$ cat config.mk
export PLATFORM = sky130hd
export DESIGN_NAME = header_crc8_frame_codec_flat
export DESIGN_NICKNAME = d
export VERILOG_FILES = /design/src/hdl/hcfc_pkg.sv /design/src/hdl/hcfc_ifs.sv /design/src/hdl/hcfc_calc.sv /design/src/hdl/hcfc_out_stage.sv /design/src/hdl/header_crc8_frame_codec.sv /design/src/flat_wrapper.sv
export SDC_FILE = /design/constraint.sdc
export NUM_CORES = 1
export LEC_CHECK = 0
export BUFFER_PORTS_ARGS = -buffer_cell sky130_fd_sc_hd__buf_2
export CAP_MARGIN = 5
export CORE_MARGIN = 2
export CORE_UTILIZATION = 43
export CTS_BUF_LIST = sky130_fd_sc_hd__clkbuf_16
export DETAILED_ROUTE_END_ITERATION = 10
export SYNTH_ARGS = -nofsm -noshare
export SYNTH_HDL_FRONTEND = slang
export SYNTH_SLANG_ARGS = --single-unit
$ cat constraint.sdc
create_clock -name clk -period 2.76 [get_ports clk]
set_clock_uncertainty 0.1 [all_clocks]
set_input_delay 0.552 -clock clk [delete_from_list [all_inputs] [get_ports clk]]
set_output_delay 0.552 -clock clk [all_outputs]
set_load 0.03 [all_outputs]
$ cat src/hdl/hcfc_pkg.sv
// shared types, codes and crc helper for the header crc8 frame codec
package hcfc_pkg;

	localparam logic [7:0] FRAME_HEADER = 8'hCC;
	localparam logic [7:0] CRC_POLY     = 8'hD5;

	// item commands
	localparam logic [1:0] CMD_TX      = 2'd0;
	localparam logic [1:0] CMD_RX      = 2'd1;
	localparam logic [1:0] CMD_RESTART = 2'd2;

	// result kinds
	localparam logic [1:0] KIND_TX      = 2'd0;
	localparam logic [1:0] KIND_RX_DATA = 2'd1;
	localparam logic [1:0] KIND_RX_END  = 2'd2;

	typedef struct packed {
		logic [1:0] cmd;
		logic [7:0] data;
		logic       first;
		logic       final_req;
	} item_t;

	typedef struct packed {
		logic [1:0] kind;
		logic [7:0] out_byte;
		logic       run_end;
	} result_t;

	typedef struct packed {
		logic [7:0] tx_crc;
		logic [7:0] rx_crc;
		logic       rx_in_frame;
	} state_t;

	// one byte through crc-8/dvb-s2, msb first
	function automatic logic [7:0] crc_fold(input logic [7:0] crc, input logic [7:0] b);
		logic [7:0] c;
		c = crc ^ b;
		for (int i = 0; i < 8; i++) begin
			c = c[7] ? ((c << 1) ^ CRC_POLY) : (c << 1);
		end
		return c;
	endfunction

	// crc of the header byte alone
	localparam logic [7:0] HDR_CRC = crc_fold(8'h00, FRAME_HEADER);

endpackage

$ cat src/hdl/hcfc_ifs.sv
// valid/ready channel interfaces for request and result items
interface hcfc_in_if;
	logic       valid;
	logic       ready;
	logic [1:0] cmd;
	logic [7:0] data;
	logic       first;
	logic       final_req;

	modport source (output valid, output cmd, output data, output first, output final_req,
		input ready);
	modport sink (input valid, input cmd, input data, input first, input final_req,
		output ready);
endinterface

interface hcfc_out_if;
	logic       valid;
	logic       ready;
	logic [1:0] kind;
	logic [7:0] out_byte;
	logic       run_end;

	modport source (output valid, output kind, output out_byte, output run_end, input ready);
	modport sink (input valid, input kind, input out_byte, input run_end, output ready);
endinterface

$ cat src/hdl/hcfc_calc.sv
// result selection and next state for the item held in stage 1
module hcfc_calc (
	input  hcfc_pkg::item_t   item,
	input  hcfc_pkg::state_t  st,
	input  logic [1:0]        idx,
	output logic              has_res,
	output hcfc_pkg::result_t res,
	output hcfc_pkg::state_t  st_next
);

	localparam logic [1:0] SLOT_HDR  = 2'd0;
	localparam logic [1:0] SLOT_DATA = 2'd1;
	localparam logic [1:0] SLOT_CRC  = 2'd2;

	logic [7:0] tx_base;
	logic [7:0] tx_new;
	logic [7:0] rx_new;
	logic [1:0] slot;
	logic [1:0] last_idx;

	assign tx_base  = item.first ? hcfc_pkg::HDR_CRC : st.tx_crc;
	assign tx_new   = hcfc_pkg::crc_fold(tx_base, item.data);
	assign rx_new   = hcfc_pkg::crc_fold(st.rx_crc, item.data);
	// without first the header slot is skipped
	assign slot     = idx + {1'b0, ~item.first};
	assign last_idx = {1'b0, item.first} + {1'b0, item.final_req};

	always_comb begin
		has_res      = 1'b0;
		res.kind     = hcfc_pkg::KIND_TX;
		res.out_byte = item.data;
		res.run_end  = 1'b1;
		st_next      = st;
		case (item.cmd)
			hcfc_pkg::CMD_TX: begin
				has_res        = 1'b1;
				st_next.tx_crc = tx_new;
				res.run_end    = (idx == last_idx);
				case (slot)
					SLOT_HDR:  res.out_byte = hcfc_pkg::FRAME_HEADER;
					SLOT_DATA: res.out_byte = item.data;
					SLOT_CRC:  res.out_byte = tx_new;
					default:   res.out_byte = item.data;
				endcase
			end
			hcfc_pkg::CMD_RX: begin
				if (!st.rx_in_frame) begin
					if (item.data == hcfc_pkg::FRAME_HEADER) begin
						st_next.rx_crc      = hcfc_pkg::HDR_CRC;
						st_next.rx_in_frame = 1'b1;
					end
				end else if (item.data == st.rx_crc) begin
					has_res             = 1'b1;
					res.kind            = hcfc_pkg::KIND_RX_END;
					st_next.rx_crc      = 8'h00;
					st_next.rx_in_frame = 1'b0;
				end else begin
					has_res        = 1'b1;
					res.kind       = hcfc_pkg::KIND_RX_DATA;
					st_next.rx_crc = rx_new;
				end
			end
			hcfc_pkg::CMD_RESTART: begin
				st_next.rx_crc      = 8'h00;
				st_next.rx_in_frame = 1'b0;
			end
			default: begin
				st_next = st;
			end
		endcase
	end

endmodule

$ cat src/hdl/hcfc_out_stage.sv
// output register that drives the result channel
module hcfc_out_stage (
	input  logic                clk,
	input  logic                arst_n,
	input  logic                push,
	input  hcfc_pkg::result_t   res,
	output logic                room,
	hcfc_out_if.source          result
);

	logic              valid_q;
	hcfc_pkg::result_t res_q;

	assign room = ~valid_q | result.ready;

	always_ff @(posedge clk or negedge arst_n) begin
		if (!arst_n) begin
			valid_q <= 1'b0;
		end else if (room) begin
			valid_q <= push;
		end
	end

	always_ff @(posedge clk) begin
		if (push) begin
			res_q <= res;
		end
	end

	assign result.valid    = valid_q;
	assign result.kind     = res_q.kind;
	assign result.out_byte = res_q.out_byte;
	assign result.run_end  = res_q.run_end;

endmodule

$ cat src/hdl/header_crc8_frame_codec.sv
// top level of the header crc8 frame codec
// Byte framer/deframer for a serial camera-control link. A transmit item (cmd 0) sends its
// data byte; with first set the header byte 0xCC goes out ahead of it and the crc restarts,
// and with final_req set the crc-8/dvb-s2 (poly 0xd5, init 0) over header, command and
// parameters follows it. A receive item (cmd 1) hunts for the header, then gives each byte
// that differs from the running crc as payload and a byte equal to it as a valid frame end.
// A restart item (cmd 2) drops the receive frame. Items go into a stage 1 register, results
// leave through an output register, one result per cycle unless the result channel stalls;
// run_end marks the last result of an item. Throughput is one item per cycle for receive,
// restart and plain transmit items unless stalled; a transmit item with first or final_req
// gives more results and holds stage 1 until its last one is pushed, as the output register
// takes one result per clock. The first result of an item passes through the stage 1 and
// output registers. The crc update is a single byte-wide fold per cycle.
module header_crc8_frame_codec (
	input  logic        clk,
	input  logic        arst_n,
	hcfc_in_if.sink     request,
	hcfc_out_if.source  result
);

	// stage 1: item under work
	logic              valid_s1;
	hcfc_pkg::item_t   item_s1;
	logic [1:0]        idx_q;     // result index within the item
	hcfc_pkg::state_t  state_q;   // crc and frame state

	logic              has_res;
	hcfc_pkg::result_t res;
	hcfc_pkg::state_t  st_next;
	logic              room;
	logic              push;
	logic              retire;

	hcfc_calc u_calc (
		.item    (item_s1),
		.st      (state_q),
		.idx     (idx_q),
		.has_res (has_res),
		.res     (res),
		.st_next (st_next)
	);

	// one result per cycle into the output register while it has room
	assign push   = valid_s1 & has_res & room;
	// item leaves stage 1 once its last result is pushed, or at once if it has none
	assign retire = valid_s1 & (~has_res | (push & res.run_end));

	assign request.ready = ~valid_s1 | retire;

	always_ff @(posedge clk or negedge arst_n) begin
		if (!arst_n) begin
			valid_s1 <= 1'b0;
			idx_q    <= 2'd0;
			state_q  <= '0;
		end else begin
			if (request.ready) begin
				valid_s1 <= request.valid;
			end
			if (push) begin
				idx_q <= res.run_end ? 2'd0 : idx_q + 2'd1;
			end
			// state moves only when the whole item is done, so its results all see the same state
			if (retire) begin
				state_q <= st_next;
			end
		end
	end

	always_ff @(posedge clk) begin
		if (request.valid && request.ready) begin
			item_s1.cmd       <= request.cmd;
			item_s1.data      <= request.data;
			item_s1.first     <= request.first;
			item_s1.final_req <= request.final_req;
		end
	end

	hcfc_out_stage u_out_stage (
		.clk    (clk),
		.arst_n (arst_n),
		.push   (push),
		.res    (res),
		.room   (room),
		.result (result)
	);

endmodule

$ cat src/flat_wrapper.sv
// flat-port wrapper written by rule: the top's interface ports become plain ports
module header_crc8_frame_codec_flat 
  (clk, arst_n, request_valid, request_cmd, request_data, request_first, request_final_req, request_ready, result_valid, result_kind, result_out_byte, result_run_end, result_ready);
  hcfc_in_if request_i ();
  hcfc_out_if result_i ();
  input  logic clk;
  input  logic arst_n;
  input wire logic [$bits(request_i.valid)-1:0] request_valid;
  input wire logic [$bits(request_i.cmd)-1:0] request_cmd;
  input wire logic [$bits(request_i.data)-1:0] request_data;
  input wire logic [$bits(request_i.first)-1:0] request_first;
  input wire logic [$bits(request_i.final_req)-1:0] request_final_req;
  output wire logic [$bits(request_i.ready)-1:0] request_ready;
  output wire logic [$bits(result_i.valid)-1:0] result_valid;
  output wire logic [$bits(result_i.kind)-1:0] result_kind;
  output wire logic [$bits(result_i.out_byte)-1:0] result_out_byte;
  output wire logic [$bits(result_i.run_end)-1:0] result_run_end;
  input wire logic [$bits(result_i.ready)-1:0] result_ready;
  assign request_i.valid = request_valid;
  assign request_i.cmd = request_cmd;
  assign request_i.data = request_data;
  assign request_i.first = request_first;
  assign request_i.final_req = request_final_req;
  assign request_ready = request_i.ready;
  assign result_valid = result_i.valid;
  assign result_kind = result_i.kind;
  assign result_out_byte = result_i.out_byte;
  assign result_run_end = result_i.run_end;
  assign result_i.ready = result_ready;
  header_crc8_frame_codec u_core (.clk(clk), .arst_n(arst_n), .request(request_i), .result(result_i));
endmodule
==> results.txt, run 1 <==
* Switching part of the total power: 32.5%
- Run status: complete, no violations
* R2r worst-path depth: 5
* Hold WC Path Type: input pin to asynchronous set/reset pin
- Total internal power: 1.72 mW
- Post-synth design cell area: 0.00253 mm^2
- Setup repair after global routing left no endpoint under its margin.
* Total clock buffers created by CTS: 5
- Clock tree root buffer cell: sky130_fd_sc_hd__clkbuf_16
- Input/output buffers: 28
- For the worst setup path, the data required time is 2.11 ns.
* Total global routing overflow: 0
* Net switching power: 828 uW
- For this run, the total global-route usage over all layers was measured as 18.2%.
* Die outline width: 80.7 um
* PnR worst setup slack: 0.112 ns
- Actual transition at the worst max-transition pin: 0.546 ns
- Of the total power, registers draw 34.0%.
* CTS clock-pin slew for the worst setup and hold paths: 0.06 ns
- Number of design rule violations left after detail routing: 0
* Worst slew margin relative to its limit: 63.6%
- After detailed routing, the total wire length is 5050 um.
* Final worst-path cycle share: 96.0%
- Total of endpoints with negative setup slack in the final report: 0
- First-pass GRT wire length: 8580 um
- The average instance in the mapped netlist occupies 12.0 um^2.
- Worst Hold Slack: 0.149 ns
- The synthesized design contains 23 enable-type register cells.
- For this design, the sink count on the clock tree is 44.
- The number of placed instances, taps included, is 312.
- TritonCTS clock tree: done
- The synthesized design contains 44 register bits.
- In this run the critical register-to-register path is launched from u_core.item_s1[7]$_DFFE_PP_.
* Max-slew violation count: 0
* DRT Pass-1 Iters: 4
* Die boundary height: 80.7 um
* Post-layout net count: 269
- Cells fill 52.5% of the core in the end.
- Leaving out filler cells and counting taps, the final layout contains 320.
- Cell area power density: 866 mW/mm^2
* P_leak: 1.23 nW
- The final hold violation count was 0.
- Post-CTS timing repair inserted 0 buffers for setup.
- Number of antenna violations at the first check in global routing: 0
- Start-to-end type of the worst setup path: register to output port
* Number of nets with antenna violations after detailed routing: 0
* Syn Inst Count: 211
- Post-route minimum period: 2.65 ns
* Placement Setup Slack: 0.286 ns
- After clock tree synthesis, the flow added hold-fix buffers numbering 0.
- Floorplan die area: 0.00652 mm^2
- Fraction of final layout cells with drive strength greater than 1: 23.4%
* Number of DRC violations after detailed-routing iteration 0: 89
- Peak supply drop: 0.372 mV
- The clock reaches the later pin of the worst-skew pair after 0.28 ns.
* Worst reg2reg path endpoint: u_core.u_out_stage.result.out_byte[0]$_DFFE_PN_
* Max-cap violations: 0
* Synth Net Count: 233
- Main flop type after synthesis: sky130_fd_sc_hd__edfxtp_1
- Compared with the post-synthesis result, the final layout area differs by 16.3%.
- Share of synthesized area occupied by flip-flops and latches: 48.0%
- Of the total power, the clock network draws 25.8%.
* Average via count per standard cell: 5.01
- During I/O placement, the number of pins put on the boundary was 29.
- Minimum setup slack among reg-to-reg paths: 0.26 ns
- Post-route setup TNS: 0 ns
- Highest fanout seen on the critical path: 7
- At the worst endpoint, the arrival time is 2.00 ns.
- The routed layout has 1604 vias.
* Combinational Power Share: 40.2%
- In this run, post-CTS repair resized a total of 0 instances.
- Startpoint types: register
- Core Rows: 27
* Maximum frequency from static timing analysis: 378 MHz
- Wire per inst: 15.8 um
- Synth async-reset ratio: 47.7%
- At the end of routability-driven placement, the weighted congestion stood at 0.782.
- Summed over all nets, the half-perimeter wirelength after detailed placement is 3820 um.
- The repair_antennas step left the layout with diodes totalling 0.
- The Yosys step of the flow raised 0 warnings.
- The clock tree synthesis step divided the H-tree into 2 levels.
- Synthesis instantiated 41 different standard cells from the library.
- The worst setup path is captured at an output port.
* Number of global-route vias before repair: 1658
- No sink is reached through more buffers than the 2 on the longest clock path.
* Initial core utilization: 45.2%
- CORE AREA: 0.00561 mm^2
* Pin count of the biggest net entering global routing: 22
-- sequential cells by signal, indices dropped and copies added, names as in the netlist --
signal,flops
u_core.item_s1,12
u_core.u_out_stage.result.valid,1
u_core.u_out_stage.result.out_byte,8
u_core.state_q,17
u_core.u_out_stage.result.run_end,1
u_core.u_out_stage.result.kind,2
u_core.valid_s1,1
u_core.idx_q,2
-- synthesized netlist by cell type, types with 2 or more instances --
cell,instances,share of area (%)
sky130_fd_sc_hd__clkbuf_1,3,0.44
sky130_fd_sc_hd__o22a_1,2,0.69
sky130_fd_sc_hd__edfxtp_1,23,27
sky130_fd_sc_hd__a21o_1,3,0.89
sky130_fd_sc_hd__nand2_1,20,3.0
sky130_fd_sc_hd__xnor2_1,37,13
sky130_fd_sc_hd__xnor2_2,3,1.9
sky130_fd_sc_hd__ha_1,6,3.0
sky130_fd_sc_hd__xor2_1,14,4.8
sky130_fd_sc_hd__buf_4,2,0.59
sky130_fd_sc_hd__a22o_1,7,2.4
sky130_fd_sc_hd__mux2_2,5,2.2
sky130_fd_sc_hd__nand3_1,2,0.40
sky130_fd_sc_hd__nor3_1,3,0.59
sky130_fd_sc_hd__nor2b_1,3,0.74
sky130_fd_sc_hd__nand2b_1,5,1.2
sky130_fd_sc_hd__buf_2,2,0.40
sky130_fd_sc_hd__nor2_1,15,2.2
sky130_fd_sc_hd__dfrtp_1,21,21
sky130_fd_sc_hd__o21ai_0,8,1.6
sky130_fd_sc_hd__o31ai_1,3,0.89
sky130_fd_sc_hd__inv_1,4,0.59
sky130_fd_sc_hd__xnor2_4,2,2.2
-- per-stage QoR --
step / power [mW] / instance area [um^2]
2_1_floorplan: 1.70 / 2530
6_report: 2.55 / 2950
3_3_place_gp: 1.90 / 2780
4_1_cts: 2.58 / 2950
3_5_place_dp: 1.90 / 2780
5_1_grt: 2.72 / 2950
-- worst max-delay path, cell delays in order (launching register included) --
cell                       delay (ns)
sky130_fd_sc_hd__edfxtp_1        0.50
sky130_fd_sc_hd__ha_1            0.33
sky130_fd_sc_hd__xor2_1          0.17
sky130_fd_sc_hd__o21ai_0         0.23
sky130_fd_sc_hd__and2_1          0.18
sky130_fd_sc_hd__nor2_1          0.06
sky130_fd_sc_hd__inv_1           0.05
sky130_fd_sc_hd__buf_2           0.18
-- cell usage in the layout (no fill, tap or decap), types with 2 or more instances in the layout --
cell                        synthesis  layout
sky130_fd_sc_hd__xnor2_1           37      37
sky130_fd_sc_hd__buf_2              2      28
sky130_fd_sc_hd__edfxtp_1          23      23
sky130_fd_sc_hd__dfrtp_1           21      21
sky130_fd_sc_hd__nand2_1           20      20
sky130_fd_sc_hd__nor2_1            15      15
sky130_fd_sc_hd__xor2_1            14      14
sky130_fd_sc_hd__buf_4              2       9
sky130_fd_sc_hd__o21ai_0            8       8
sky130_fd_sc_hd__a22o_1             7       7
sky130_fd_sc_hd__ha_1               6       6
sky130_fd_sc_hd__nand2b_1           5       5
sky130_fd_sc_hd__mux2_2             5       5
sky130_fd_sc_hd__clkbuf_16          0       5
sky130_fd_sc_hd__inv_1              4       4
sky130_fd_sc_hd__xnor2_2            3       3
sky130_fd_sc_hd__nor3_1             3       3
sky130_fd_sc_hd__nor2b_1            3       3
sky130_fd_sc_hd__o31ai_1            3       3
sky130_fd_sc_hd__a21o_1             3       3
sky130_fd_sc_hd__xnor2_4            2       2
sky130_fd_sc_hd__nand3_1            2       2
sky130_fd_sc_hd__o22a_1             2       2
sky130_fd_sc_hd__clkinv_1           0       2
-- routing by layer --
metal | up-vias | share of wire, % | track usage, %
met3 | 4 | 4.2 | 4.67
li1 | 796 | - | -
met2 | 39 | 46 | 28.5
met5 | - | 0 | 0
met4 | 0 | 1.3 | 6.61
met1 | 765 | 49 | 24.6
-- cell type report --
type                       count  area, um^2
sequential                    44        1220
multi-input combinational    155        1250
timing repair buffer          37         208
clock inverter                 3        37.5
clock buffer                   5         125
inverter                       4        15.0
tap                           72        90.1
fill                         527        2660
-- power groups by stage --
stage               Combinational, mW  Clock, mW  Sequential [mW]
finish                           1.03      0.658            0.867
detailed placement               1.02          0            0.880
global placement                 1.02          0            0.879
global route                     1.13      0.702            0.883
CTS                              1.03      0.682            0.868
floorplan                       0.836          0            0.865
-- worst max-delay path by stage --
stage / endpoint / depth (start not counted) / startpoint / slack, ns
CTS: request_ready / 7 / u_core.item_s1[1]$_DFFE_PP_ / 0.10
detailed placement: u_core.u_out_stage.result.out_byte[0]$_DFFE_PN_ / 5 / u_core.item_s1[7]$_DFFE_PP_ / 0.29
finish: request_ready / 7 / u_core.item_s1[1]$_DFFE_PP_ / 0.11
floorplan: u_core.item_s1[0]$_DFFE_PP_ / 7 / u_core.item_s1[10]$_DFFE_PP_ / 0.22
global placement: u_core.u_out_stage.result.out_byte[0]$_DFFE_PN_ / 5 / u_core.item_s1[7]$_DFFE_PP_ / 0.38
global route: request_ready / 7 / u_core.item_s1[1]$_DFFE_PP_ / 0.002
-- cells by family after synthesis --
kind of cell	synth area share, %
AOI/OAI and AO/OA	8.65
xor gates and xnor gates	25.5
adders and majority gates	2.96
and+or+nand+nor	9.78
DFF	48.0
buffers and inverters	2.47
muxes	2.62
No activity file was read; power rests on OpenSTA's default activity.
==> inputs of run 2 (changes only) <==
ABC_AREA = 0   (was default)
RECOVER_POWER = 100   (was default)
==> run 2 against run 1 <==
- combinational power about the same
- power decreased by 0.62%
- via count is 0.25% higher
- final area is 2.6% lower
- sequential power about the same
- cell count did not move
- fmax rose by 0.17%
- first-iteration DRC count fell by 42%
- sequential share of layout area up 1.1 points
- clock-buffer cell count is the same
==> results.txt, run 2 (synthesis gave the netlist of run 1 again) <==
- The total detailed-routing wirelength came to 5080 um (was 5050 um).
- The average routed wire per standard cell is 15.9 um (was 15.8 um).
- The initial detailed-routing violation count is 52 (was 89).
- CTS resizes: 0 (unchanged)
- Commonest non-fill, non-tap cells in the layout: sky130_fd_sc_hd__xnor2_1, sky130_fd_sc_hd__edfxtp_1, sky130_fd_sc_hd__dfrtp_1 (was sky130_fd_sc_hd__xnor2_1, sky130_fd_sc_hd__buf_2, sky130_fd_sc_hd__edfxtp_1).
* TritonCTS clock tree: done (unchanged)
* Number of antenna violations at the first check in global routing: 0 (unchanged)
- CTS clock-pin slew for the worst setup and hold paths: 0.06 ns (about the same)
* Post-route setup TNS: 0 ns (unchanged)
* Ports placed on the boundary: 29 (unchanged)
- The kind of critical path is register to output port (unchanged).
- Die outline width: 80.7 um (unchanged)
- Data arrival, critical path: 1.99 ns (was 2.00 ns)
- The number of buffers created by CTS came to 5 (unchanged).
- The actual slew at the worst max-slew pin came to 1.29 ns (was 0.546 ns).
- Number of global-route vias before repair: 1658 (unchanged)
- Total of endpoints with negative setup slack in the final report: 0 (unchanged)
- The critical path data required time came to 2.11 ns (about the same).
- Final weighted congestion of routability-driven global placement: 0.782 (unchanged)
- CORE AREA: 0.00561 mm^2 (unchanged)
- Setup repair after global routing missed its margin: no (unchanged)
* Post-route minimum period: 2.64 ns (was 2.65 ns)
- The area growth from synthesis to layout came to 13.2% (was 16.3%).
- The number of antenna repair diodes was 0 (unchanged).
- Fraction of final layout cells with drive strength greater than 1: 13.3% (was 23.4%)
- The number of H-tree branching levels was 2 (unchanged).
- The total via count in the routed design is 1608 (was 1604).
- The most flop-heavy register was u_core.state_q (unchanged).
- The kind of capture point of the worst setup path was an output port (unchanged).
- Clock tree sinks: 44 (unchanged)
- Cell with the largest stage delay on the worst path: sky130_fd_sc_hd__edfxtp_1 (unchanged)
- Pin count of the biggest net entering global routing: 22 (unchanged)
* Sequence of cells on the critical path: ha_1 -> xor2_1 -> o21ai_0 -> and2_1 -> nor2_1 -> inv_1 -> buf_2 (unchanged)
- The critical path launch point type is a register (unchanged).
* Worst slew margin relative to its limit: 14.0% (was 63.6%)
* Clock tree root buffer cell: sky130_fd_sc_hd__clkbuf_16 (unchanged)
- Counting instances, the worst hold path has a depth of 1.
* Number of design rule violations left after detail routing: 0 (unchanged)
* Floorplan die area: 0.00652 mm^2 (unchanged)
- The overall track demand over capacity in global routing is 18.2% (unchanged).
* Final worst-path cycle share: 95.8% (was 96.0%)
* Standard cell area after detailed placement: 0.00278 mm^2 (unchanged)
* Total global routing overflow: 0 (unchanged)
* Max-cap violations: 0 (unchanged)
- Highest fanout seen on the critical path: 7 (unchanged)
- Run status: complete, no violations (unchanged).
- Post-CTS Hold Fix Bufs: 0 (unchanged)
* DRT Pass-1 Iters: 4 (unchanged)
- Peak supply drop: 0.372 mV (about the same)
- The post-detailed-placement half-perimeter wirelength was 3820 um (unchanged).
- The path category of the worst min-delay check was input pin to register (was input pin to asynchronous set/reset pin).
* Initial core utilization: 45.2% (unchanged)
- The number of rows created at floorplan is 27 (unchanged).
- Die boundary height: 80.7 um (unchanged)
- Number of flip-flops under the largest register name: 17 (unchanged)
* Cell area power density: 884 mW/mm^2 (was 866 mW/mm^2)
* Average via count per standard cell: 5.03 (was 5.01)
- The leakage power figure is 1.15 nW (was 1.23 nW).
- The max-slew violation count is 0 (unchanged).
* Source-to-sink clock delay at the later pin of the worst-skew pair: 0.28 ns (about the same)
* Most common cell after layout, fill and taps aside: sky130_fd_sc_hd__xnor2_1 (unchanged)
* Post-layout net count: 269 (unchanged)
- Critical Path Max Stage Delay: 0.51 ns (was 0.50 ns)
* Number of setup buffers added after CTS: 0 (unchanged)
- Number of nets with antenna violations after detailed routing: 0 (unchanged)
- The maximum clock rate was 378 MHz (about the same).
* Final hold violation count: 0 (unchanged)
- The post-route cell area came to 0.00287 mm^2 (was 0.00295 mm^2).
- The path depth of the worst reg2reg path came to 5 (unchanged).
- First-pass GRT wire length: 8580 um (unchanged)
* Input/output buffers: 28 (unchanged)
- Number of buffers between clock root and the deepest sink: 2 (unchanged)
==> run 2: critical path: cells and delay by family (launching register included) <==
| family | cells | cell delay [ns] |
|---|---|---|
| DFF | 1 | 0.51 |
| adders and majority gates | 1 | 0.33 |
| and+or+nand+nor | 2 | 0.24 |
| buffers and inverters | 2 | 0.23 |
| AOI/OAI and AO/OA | 1 | 0.22 |
| xor gates and xnor gates | 1 | 0.17 |
==> run 2: metrics by stage <==
| stage | power (mW) | hold slack [ns] | worst slack, ns | utilization (%) | cells |
|---|---|---|---|---|---|
| after global placement | 1.90 | 0.387 | 0.376 | 49.6 | 312 |
| after CTS | 2.58 | 0.165 | 0.101 | 52.5 | 320 |
| final | 2.53 | 0.339 | 0.116 | 51.1 | 320 |
| after floorplan | 1.70 | 0.156 | 0.224 | - | 211 |
| after global routing | 2.70 | 0.323 | 0.00394 | 51.1 | 320 |
| after detailed placement | 1.90 | 0.395 | 0.286 | 49.6 | 312 |
==> run 2: per-layer routing <==
metal / share of wire (%) / GRT usage, %
met5: 0 / 0
met4: 1.3 / 6.61
met1: 49 / 24.6
met2: 46 / 28.5
met3: 3.9 / 4.67
==> run 2: final cells by class <==
cell class	count	area, um^2
inverters	4	15.0
repair buffers	37	163
fillers	544	2740
multi-input cells	155	1220
well taps	72	90.1
flip-flops and latches	44	1220
clock inverters	3	37.5
clock buffers	5	125
==> run 2: power breakdown <==
group | total, mW | internal (mW) | leakage, nW | switching [mW]
combinational | 1.01 | 0.502 | 0.576 | 0.505
sequential | 0.865 | 0.781 | 0.497 | 0.0840
clock | 0.662 | 0.421 | 0.0789 | 0.241
total | 2.53 | 1.70 | 1.15 | 0.830
==> run 2: final timing paths <==
check / startpoint / end / slack, ns
max in group asynchronous: arst_n / u_core.state_q[14]$_DFFE_PN0P_ / 1.36
worst min-delay path: request_cmd[1] / u_core.item_s1[11]$_DFFE_PP_ / 0.34
min in group asynchronous: arst_n / u_core.state_q[8]$_DFFE_PN0P_ / 0.43
worst max register to register: u_core.item_s1[7]$_DFFE_PP_ / u_core.u_out_stage.result.out_byte[0]$_DFFE_PN_ / 0.13
worst min register to register: u_core.state_q[7]$_DFFE_PN0P_ / u_core.state_q[7]$_DFFE_PN0P_ / 0.41
worst max-delay path: u_core.item_s1[1]$_DFFE_PP_ / request_ready / 0.12
